[config.mk]
export PLATFORM = sky130hd
export DESIGN_NAME = lidar_range_jump_clustering_top
export DESIGN_NICKNAME = d
export VERILOG_FILES = /design/src/hw/rtl/lrjc_pkg.sv /design/src/hw/rtl/lidar_range_jump_clustering_top.sv /design/src/hw/rtl/lrjc_front.sv /design/src/hw/rtl/lrjc_cmdq.sv /design/src/hw/rtl/lrjc_back.sv
export SDC_FILE = /design/constraint.sdc
export NUM_CORES = 1
export LEC_CHECK = 0
export ABC_AREA = 1
export BUFFER_PORTS_ARGS = -buffer_cell sky130_fd_sc_hd__buf_4
export CAP_MARGIN = 20
export CORE_MARGIN = 1.5
export CORE_UTILIZATION = 57
export DETAILED_ROUTE_END_ITERATION = 8
export PLACE_DENSITY = 0.77
export SYNTH_ARGS = -nofsm -noshare
export SYNTH_HDL_FRONTEND = slang
export SYNTH_SLANG_ARGS = --single-unit
[constraint.sdc]
create_clock -name clk -period 14.5 [get_ports clk]
set_input_delay 3.625 -clock clk [delete_from_list [all_inputs] [get_ports clk]]
set_output_delay 3.625 -clock clk [all_outputs]
set_load 0.02 [all_outputs]
[src/hw/rtl/lrjc_pkg.sv]
`timescale 1ns / 1ps
`default_nettype none
// ----------------------------------------------------------------------------
// Lidar range-jump clustering: shared types and constants
// Item layouts, register indexes and the command format passed from the
// classifying front end to the result back end.
// ----------------------------------------------------------------------------
package lrjc_pkg;

  localparam int RANGE_BITS    = 16;
  localparam int THR_BITS      = 16;
  localparam int MIN_BITS      = 13;
  localparam int START_BITS    = 12;
  localparam int LEN_BITS      = 13;
  localparam int CFG_ADDR_BITS = 1;
  localparam int CFG_DATA_BITS = 16;

  localparam int MAX_RES       = 3;
  localparam int NRES_BITS     = 2;

  localparam int CMDQ_DEPTH    = 4;
  localparam int CMDQ_PTR_BITS = 2;
  localparam int CMDQ_CNT_BITS = 3;

  localparam logic [CFG_ADDR_BITS-1:0] REG_DISTANCE_THRESHOLD = 1'b0;
  localparam logic [CFG_ADDR_BITS-1:0] REG_MIN_CLUSTER_SIZE   = 1'b1;

  localparam logic [THR_BITS-1:0] THR_RESET = 16'd100;
  localparam logic [MIN_BITS-1:0] MIN_RESET = 13'd3;

  typedef struct packed {
    logic [RANGE_BITS-1:0] range_mm;
    logic                  last_sample;
  } in_item_t;

  typedef struct packed {
    logic                  cluster_valid;
    logic [START_BITS-1:0] cluster_start;
    logic [LEN_BITS-1:0]   cluster_length;
    logic                  wraps_around;
    logic                  end_of_scan;
    logic                  scan_too_long;
  } out_item_t;

  // One accepted sample's worth of results, in output order from slot 0.
  typedef struct packed {
    logic [NRES_BITS-1:0]      n;
    out_item_t [MAX_RES-1:0]   res;
  } cmd_t;

endpackage
`default_nettype wire

[src/hw/rtl/lidar_range_jump_clustering_top.sv]
`timescale 1ns / 1ps
`default_nettype none
// ----------------------------------------------------------------------------
// Lidar range-jump clustering: top level
// Segments a circular lidar scan into clusters at range jumps.
// ----------------------------------------------------------------------------
// Samples enter one per clock through push/full and are classified in the
// cycle they are accepted: one absolute range difference against the
// previous sample and a compare with distance_threshold decide whether the
// sample extends the current cluster. Each sample yields zero to three
// results (a closed middle cluster, and on the last sample the final cluster,
// merged across the wrap when close, followed by the held first cluster, or a
// bare end marker when nothing qualifies). These travel as one command
// through a four-deep queue to the back end, which hands results out one per
// clock through the output register. The input side therefore sustains one
// sample per cycle while the result side keeps up; a sample with several
// results occupies the result port until they drain; the queue absorbs bursts.
// Samples beyond MAX_SAMPLES in one scan are dropped and flag scan_too_long.
// Write the configuration registers only while the block is idle.
// ----------------------------------------------------------------------------
module lidar_range_jump_clustering_top #(
  parameter int MAX_SAMPLES = 4096
) (
  input  wire logic                               clk,
  input  wire logic                               rst,
  // configuration
  input  wire logic                               cfg_wr_en,
  input  wire logic [lrjc_pkg::CFG_ADDR_BITS-1:0] cfg_addr,
  input  wire logic [lrjc_pkg::CFG_DATA_BITS-1:0] cfg_wdata,
  // sample input
  input  wire logic                               push,
  output logic                                    full,
  input  wire lrjc_pkg::in_item_t                 in_item,
  // result output
  output logic                                    empty,
  input  wire logic                               pop,
  output lrjc_pkg::out_item_t                     out_item
);
  import lrjc_pkg::*;

  logic accept;
  logic cmd_push;
  cmd_t cmd;
  cmd_t head;
  logic q_vld;
  logic q_full;
  logic q_rd;

  // Take a sample whenever the command queue has room
  assign full   = q_full;
  assign accept = push && !q_full;

  lrjc_front #(
    .MAX_SAMPLES (MAX_SAMPLES)
  ) u_front (
    .clk       (clk),
    .rst       (rst),
    .cfg_wr_en (cfg_wr_en),
    .cfg_addr  (cfg_addr),
    .cfg_wdata (cfg_wdata),
    .accept    (accept),
    .in_item   (in_item),
    .cmd_push  (cmd_push),
    .cmd       (cmd)
  );

  lrjc_cmdq u_cmdq (
    .clk   (clk),
    .rst   (rst),
    .wr    (cmd_push),
    .wdata (cmd),
    .rd    (q_rd),
    .rdata (head),
    .vld   (q_vld),
    .full  (q_full)
  );

  lrjc_back u_back (
    .clk      (clk),
    .rst      (rst),
    .q_vld    (q_vld),
    .head     (head),
    .q_rd     (q_rd),
    .pop      (pop),
    .empty    (empty),
    .out_item (out_item)
  );

endmodule
`default_nettype wire

[src/hw/rtl/lrjc_front.sv]
`timescale 1ns / 1ps
`default_nettype none
// ----------------------------------------------------------------------------
// Lidar range-jump clustering: front end
// Holds the scan state and registers, classifies each sample and emits a
// command with the qualifying results it causes, or a bare end marker.
// ----------------------------------------------------------------------------
module lrjc_front #(
  parameter int MAX_SAMPLES = 4096
) (
  input  wire logic                               clk,
  input  wire logic                               rst,
  input  wire logic                               cfg_wr_en,
  input  wire logic [lrjc_pkg::CFG_ADDR_BITS-1:0] cfg_addr,
  input  wire logic [lrjc_pkg::CFG_DATA_BITS-1:0] cfg_wdata,
  input  wire logic                               accept,
  input  wire lrjc_pkg::in_item_t                 in_item,
  output logic                                    cmd_push,
  output lrjc_pkg::cmd_t                          cmd
);
  import lrjc_pkg::*;

  localparam int CW    = $clog2(MAX_SAMPLES + 1);
  localparam int CMP_W = (CW + 1 > LEN_BITS) ? CW + 1 : LEN_BITS;
  localparam logic [CW-1:0] MAX_C = CW'(MAX_SAMPLES);

  logic [THR_BITS-1:0]   thr;
  logic [MIN_BITS-1:0]   min_size;

  logic [RANGE_BITS-1:0] prev_range, prev_range_next;
  logic [RANGE_BITS-1:0] first_range, first_range_next;
  logic [CW-1:0]         cur_start, cur_start_next;
  logic [CW-1:0]         cur_len, cur_len_next;
  logic [CW-1:0]         held_len, held_len_next;
  logic                  held, held_next;
  logic                  ovf_seen, ovf_seen_next;

  logic [CW-1:0]         count;
  logic                  is_ovf;
  logic [RANGE_BITS-1:0] jump, wrap_jump;
  logic                  joins, close;
  logic                  mid;
  logic [CMP_W-1:0]      min_ext, len_a;
  logic [2:0]            qual;
  out_item_t [2:0]       cand;
  out_item_t [MAX_RES-1:0] res;
  logic [NRES_BITS-1:0]  slot;

  // Configuration registers
  always_ff @(posedge clk) begin
    if (rst) begin
      thr      <= THR_RESET;
      min_size <= MIN_RESET;
    end else if (cfg_wr_en) begin
      unique case (cfg_addr)
        REG_DISTANCE_THRESHOLD: thr      <= cfg_wdata[THR_BITS-1:0];
        REG_MIN_CLUSTER_SIZE:   min_size <= cfg_wdata[MIN_BITS-1:0];
        default: ;
      endcase
    end
  end

  // Classify the sample and work out the next scan state
  always_comb begin
    prev_range_next  = prev_range;
    first_range_next = first_range;
    cur_start_next   = cur_start;
    cur_len_next     = cur_len;
    held_len_next    = held_len;
    held_next        = held;
    ovf_seen_next    = ovf_seen;
    mid              = 1'b0;

    count  = (cur_len == '0) ? '0 : CW'(cur_start + cur_len);
    is_ovf = (count >= MAX_C);
    jump   = (in_item.range_mm > prev_range) ? in_item.range_mm - prev_range
                                             : prev_range - in_item.range_mm;
    joins  = (jump < thr);

    if (is_ovf) begin
      ovf_seen_next = 1'b1;
    end else if (count == '0) begin
      first_range_next = in_item.range_mm;
      prev_range_next  = in_item.range_mm;
      cur_start_next   = '0;
      cur_len_next     = CW'(1);
    end else begin
      if (joins) begin
        cur_len_next = CW'(cur_len + CW'(1));
      end else begin
        if (!held) begin
          held_len_next = cur_len;
          held_next     = 1'b1;
        end else begin
          mid = 1'b1;
        end
        cur_start_next = count;
        cur_len_next   = CW'(1);
      end
      prev_range_next = in_item.range_mm;
    end

    wrap_jump = (first_range_next > prev_range_next) ? first_range_next - prev_range_next
                                                     : prev_range_next - first_range_next;
    close   = held_next && (wrap_jump < thr);
    min_ext = CMP_W'(min_size);
    len_a   = close ? CMP_W'(cur_len_next) + CMP_W'(held_len_next) : CMP_W'(cur_len_next);

    // Middle cluster that just closed
    cand[0].cluster_valid  = 1'b1;
    cand[0].cluster_start  = START_BITS'(CMP_W'(cur_start));
    cand[0].cluster_length = LEN_BITS'(CMP_W'(cur_len));
    cand[0].wraps_around   = 1'b0;
    cand[0].end_of_scan    = 1'b0;
    cand[0].scan_too_long  = ovf_seen_next;
    // Final cluster, merged across the wrap when close
    cand[1].cluster_valid  = 1'b1;
    cand[1].cluster_start  = START_BITS'(CMP_W'(cur_start_next));
    cand[1].cluster_length = len_a[LEN_BITS-1:0];
    cand[1].wraps_around   = close;
    cand[1].end_of_scan    = 1'b0;
    cand[1].scan_too_long  = ovf_seen_next;
    // Held first cluster, reported last
    cand[2].cluster_valid  = 1'b1;
    cand[2].cluster_start  = '0;
    cand[2].cluster_length = LEN_BITS'(CMP_W'(held_len_next));
    cand[2].wraps_around   = 1'b0;
    cand[2].end_of_scan    = 1'b0;
    cand[2].scan_too_long  = ovf_seen_next;

    qual[0] = mid && (CMP_W'(cur_len) >= min_ext);
    qual[1] = in_item.last_sample && (len_a >= min_ext);
    qual[2] = in_item.last_sample && held_next && !close &&
              (CMP_W'(held_len_next) >= min_ext);

    // Pack qualifying results into the lowest slots, in order
    res  = '0;
    slot = '0;
    for (int i = 0; i < 3; i++) begin
      if (qual[i]) begin
        res[slot] = cand[i];
        slot      = NRES_BITS'(slot + NRES_BITS'(1));
      end
    end
    if (in_item.last_sample && slot == '0) begin
      res[0].scan_too_long = ovf_seen_next;
      slot                 = NRES_BITS'(1);
    end
    if (in_item.last_sample) begin
      res[NRES_BITS'(slot - NRES_BITS'(1))].end_of_scan = 1'b1;
    end

    cmd.n    = slot;
    cmd.res  = res;
    cmd_push = accept && (slot != '0);
  end

  always_ff @(posedge clk) begin
    if (rst || (accept && in_item.last_sample)) begin
      prev_range  <= '0;
      first_range <= '0;
      cur_start   <= '0;
      cur_len     <= '0;
      held_len    <= '0;
      held        <= 1'b0;
      ovf_seen    <= 1'b0;
    end else if (accept) begin
      prev_range  <= prev_range_next;
      first_range <= first_range_next;
      cur_start   <= cur_start_next;
      cur_len     <= cur_len_next;
      held_len    <= held_len_next;
      held        <= held_next;
      ovf_seen    <= ovf_seen_next;
    end
  end

endmodule
`default_nettype wire

[src/hw/rtl/lrjc_cmdq.sv]
`timescale 1ns / 1ps
`default_nettype none
// ----------------------------------------------------------------------------
// Lidar range-jump clustering: command queue
// Short register queue decoupling the front end from the result back end.
// ----------------------------------------------------------------------------
module lrjc_cmdq (
  input  wire logic           clk,
  input  wire logic           rst,
  input  wire logic           wr,
  input  wire lrjc_pkg::cmd_t wdata,
  input  wire logic           rd,
  output lrjc_pkg::cmd_t      rdata,
  output logic                vld,
  output logic                full
);
  import lrjc_pkg::*;

  cmd_t                     mem [CMDQ_DEPTH];
  logic [CMDQ_PTR_BITS-1:0] wptr;
  logic [CMDQ_PTR_BITS-1:0] rptr;
  logic [CMDQ_CNT_BITS-1:0] cnt;

  assign vld   = (cnt != '0);
  assign full  = (cnt == CMDQ_CNT_BITS'(CMDQ_DEPTH));
  assign rdata = mem[rptr];

  always_ff @(posedge clk) begin
    if (wr) begin
      mem[wptr] <= wdata;
    end
  end

  always_ff @(posedge clk) begin
    if (rst) begin
      wptr <= '0;
      rptr <= '0;
      cnt  <= '0;
    end else begin
      if (wr) wptr <= CMDQ_PTR_BITS'(wptr + CMDQ_PTR_BITS'(1));
      if (rd) rptr <= CMDQ_PTR_BITS'(rptr + CMDQ_PTR_BITS'(1));
      case ({wr, rd})
        2'b10:   cnt <= CMDQ_CNT_BITS'(cnt + CMDQ_CNT_BITS'(1));
        2'b01:   cnt <= CMDQ_CNT_BITS'(cnt - CMDQ_CNT_BITS'(1));
        default: cnt <= cnt;
      endcase
    end
  end

  a_cnt_bound: assert property (@(posedge clk) disable iff (rst)
    cnt <= CMDQ_CNT_BITS'(CMDQ_DEPTH))
    else $error("command queue count beyond depth");

  a_cnt_rise: assert property (@(posedge clk) disable iff (rst)
    (wr && !rd) |=> (cnt == CMDQ_CNT_BITS'($past(cnt) + CMDQ_CNT_BITS'(1))))
    else $error("command queue count did not advance on write");

endmodule
`default_nettype wire

[src/hw/rtl/lrjc_back.sv]
`timescale 1ns / 1ps
`default_nettype none
// ----------------------------------------------------------------------------
// Lidar range-jump clustering: back end
// Walks head command results into output register, one per cycle if popped.
// ----------------------------------------------------------------------------
module lrjc_back (
  input  wire logic           clk,
  input  wire logic           rst,
  input  wire logic           q_vld,
  input  wire lrjc_pkg::cmd_t head,
  output logic                q_rd,
  input  wire logic           pop,
  output logic                empty,
  output lrjc_pkg::out_item_t out_item
);
  import lrjc_pkg::*;

  logic [NRES_BITS-1:0] idx;
  logic                 ov;
  logic                 load;
  logic                 last_of_cmd;

  assign empty       = !ov;
  assign load        = q_vld && (!ov || pop);
  assign last_of_cmd = (idx == NRES_BITS'(head.n - NRES_BITS'(1)));
  assign q_rd        = load && last_of_cmd;

  always_ff @(posedge clk) begin
    if (load) begin
      out_item <= head.res[idx];
    end
  end

  always_ff @(posedge clk) begin
    if (rst) begin
      ov  <= 1'b0;
      idx <= '0;
    end else begin
      if (load) begin
        ov  <= 1'b1;
        idx <= last_of_cmd ? '0 : NRES_BITS'(idx + NRES_BITS'(1));
      end else if (pop) begin
        ov <= 1'b0;
      end
    end
  end

  a_head_nonempty: assert property (@(posedge clk) disable iff (rst)
    q_vld |-> (head.n != '0))
    else $error("queued command carries no result");

  a_idx_in_range: assert property (@(posedge clk) disable iff (rst)
    q_vld |-> (idx < head.n))
    else $error("result index past end of command");

  a_marker_ends_scan: assert property (@(posedge clk) disable iff (rst)
    (ov && !out_item.cluster_valid) |-> out_item.end_of_scan)
    else $error("bare marker without end of scan");

endmodule
`default_nettype wire
==> run metrics <==
Initial Util 57.7%; Syn Inst Count between 2,000 and 3,000; Syn Area/Cell 9.01 um2; post-synthesis sequential area ratio between 40% and 50%; starting DRC count in detailed routing between 2,000 and 2,500; Clock Skew approximately 0.027 ns; clk_lat worst skew around 0.6 ns; setup TNS 0 ns; Highest Clock Rate approximately 0.077 GHz; Yosys reg bits approximately 450; asr flop ratio synth 0%; Finished Cell Area approximately 0.027 mm2; PwrDens 253 mW/mm2; Tightest Hold Check Type reg2reg; Largest delay share family, worst path simple AND/OR/NAND/NOR gates; Crit Path Class in2reg; CP Max Fanout 26; max_slew headroom between 20% and 30%; vias in the first global route a little under 20,000; Post-synth top cells o21ai_0 (355), nor2_1 (352), edfxtp_1 (333); CP Depth 62; post-synth top area share about two fifths; wire per inst approximately 20 um; crit path capture type register; number of flops mapped to enable cells by yosys approximately 330; CP startpoint in_item[1]; routability-driven placement congestion ratio 0.975; DRT Pass-1 Iters 6; Placed Area about 0.026 mm2; crit path buf inv count 8; Unique masters post-synth 58; Root Buffer clkbuf_16; Synth warnings 0; CTS max path bufs 3; via count between 20,000 and 25,000; placed cells 3,319; Tcrit/Tclk final approximately nine tenths; most frequent CP cell nand2_1; reg2reg setup slack ~2.3 ns; Hold Buf Count CTS 0; Die Y 212 um; setup repair bufs after CTS 0; Max-Cap Viols 0; switching pwr roughly 0.0032 W; GRT overflow 0; largest cells by area after synthesis edfxtp_1 (40%), dfxtp_1 (9.2%), ha_1 (8.4%); max incr delay on CP around 0.4 ns; row cnt 76; ys flop type edfxtp_1; CP Launch Type primary input; dpl hpwl 47.1 mm; most frequent cell after synthesis o21ai_0; Clock Sinks ~450; global-route wire length before repair 106 mm; R2R Path Start u_front.cur_len[1]$_SDFFE_PP0P_; final hold violation count 0; Critical Path Sink u_cmdq.cnt[2]$_SDFFE_PP0P_; number of remaining DRC errors 0; slowest library cell on the worst path nand2_1; H-tree levels 2; post-route ant nets 0; via/cell ratio slightly below 6; syn nets 2,973; worst r2r dst u_cmdq.cnt[2]$_SDFFE_PP0P_; RSZ-0062 raised after global routing false; TritonCTS clock tree yes; Net Sw Frac 46.7%; IO Pins 70; initial antenna violation count 0; Slew Limit Fails 0; cell taking the most area after synthesis edfxtp_1; layout cell share with drive strength beyond 1 10.0%; Slew @ Worst Pin between 1 and 1.5 ns; Clk pwr share approximately 17%; leakage about 12 nW; Port-buffer cells 69; P_int 0.00368 W; CTS resizes 0; total track usage between 30% and 40%; Final Hold Slack about 0.46 ns; worst path arrival time around 14 ns; Clk pin slew, worst setup/hold paths around 0.070 ns; # nets final between 2,000 and 3,000; n_diodes 0; min cycle time layout about 13 ns; drt total wl around 68 mm; r2r worst-path depth 62; area delta synth->final 10.1%; Combinational Power Share 54.6%; Mapped Area approximately 0.025 mm2; Worst EP required around 15 ns; Final setup viols 0; Die Area between 0.04 and 0.05 mm2; VDD IR-drop max 0.000180 V; die width between 200 and 250 um; Reg power frac between 20% and 30%; outcome finished clean; largest net degree at the start of global routing between 80 and 90; final std cells w/o fill between 3,000 and 4,000; core footprint approximately 0.043 mm2; final core occ roughly 64%; CTS buffer count 45
## cells in the final DEF (no fill, tap or decap), drive strengths merged, types with 30 or more instances in the layout
cell and n:
xor2 36, o22ai 33, dfxtp 114, a21oi 215
edfxtp 333, nand2 330, o221ai 30, clkbuf 59
o21ai 412, ha 166, buf 99, inv 322
nor2 353, nand3 115
## registers in the layout, indices dropped and copies added, names as in the netlist, 3 cells and up, named ones only
register             count
u_front.prev_range      16
u_front.thr             16
u_front.held_len        13
u_cmdq.mem             304
u_back.out_item         29
u_front.min_size        13
u_cmdq.cnt               3
u_front.cur_len         13
u_front.cur_start       13
u_front.first_range     16
## worst min path at each step
stage	start	slack [ns]	cells past startpoint	endpoint
4_1_cts	u_front.cur_start[12]$_SDFFE_PP0P_	0.46	2	u_front.cur_start[12]$_SDFFE_PP0P_
2_1_floorplan	u_front.cur_start[12]$_SDFFE_PP0P_	0.43	2	u_front.cur_start[12]$_SDFFE_PP0P_
6_report	u_front.cur_start[12]$_SDFFE_PP0P_	0.46	2	u_front.cur_start[12]$_SDFFE_PP0P_
5_1_grt	u_front.ovf_seen$_SDFFE_PP0P_	0.49	2	u_front.ovf_seen$_SDFFE_PP0P_
3_3_place_gp	u_front.cur_start[12]$_SDFFE_PP0P_	0.45	2	u_front.cur_start[12]$_SDFFE_PP0P_
3_5_place_dp	u_front.cur_start[12]$_SDFFE_PP0P_	0.45	2	u_front.cur_start[12]$_SDFFE_PP0P_
## final cells by class
cell class	instances	area, um2
fill	3573	15700
sequential	447	12300
clock inverter	24	218
tap	585	732
multi-input combinational	1868	10900
timing repair buffer	99	818
clock buffer	59	1220
inverter	320	1210
## tightest hold or removal path: cells and delay by family (launching register included)
kind / cells / cell delay (ns)
DFF: 1 / 0.32
AOI/OAI and AO/OA: 1 / 0.04
and+or+nand+nor: 1 / 0.06
## per-layer routing
metal  up-vias  track usage, %  routed length (um)
met5         -               0                   0
met4         0            12.0                2190
met3       138            3.63                4240
met2       773            51.7               32800
met1      9607            39.8               28500
li1       9606               -                   -
## power by group through the flow
| stage | Clock [W] | Sequential, W | Combinational, W |
|---|---|---|---|
| global placement | 0 | 0.00201 | 0.00363 |
| floorplan | 0 | 0.00205 | 0.00266 |
| finish | 0.00114 | 0.00200 | 0.00378 |
| CTS | 0.00115 | 0.00199 | 0.00375 |
| global route | 0.00120 | 0.00202 | 0.00418 |
| detailed placement | 0 | 0.00202 | 0.00373 |
## stage by stage
step | total power (W) | setup WS (ns)
6_report | 0.00691 | 1.44
5_1_grt | 0.00740 | 0.450
4_1_cts | 0.00689 | 1.57
3_5_place_dp | 0.00575 | 0.943
3_3_place_gp | 0.00564 | 1.11
2_1_floorplan | 0.00471 | 0.272
## cell families after synthesis
kind of cell | Yosys count | share of synthesized area (%)
adders and majority gates | 173 | 8.92
buffers and inverters | 446 | 7.10
and+or+nand+nor | 858 | 14.8
AOI/OAI and AO/OA | 773 | 17.4
muxes | 16 | 0.674
xor gates and xnor gates | 48 | 1.69
DFF | 447 | 49.4
No activity file was read; power rests on OpenSTA's default activity.
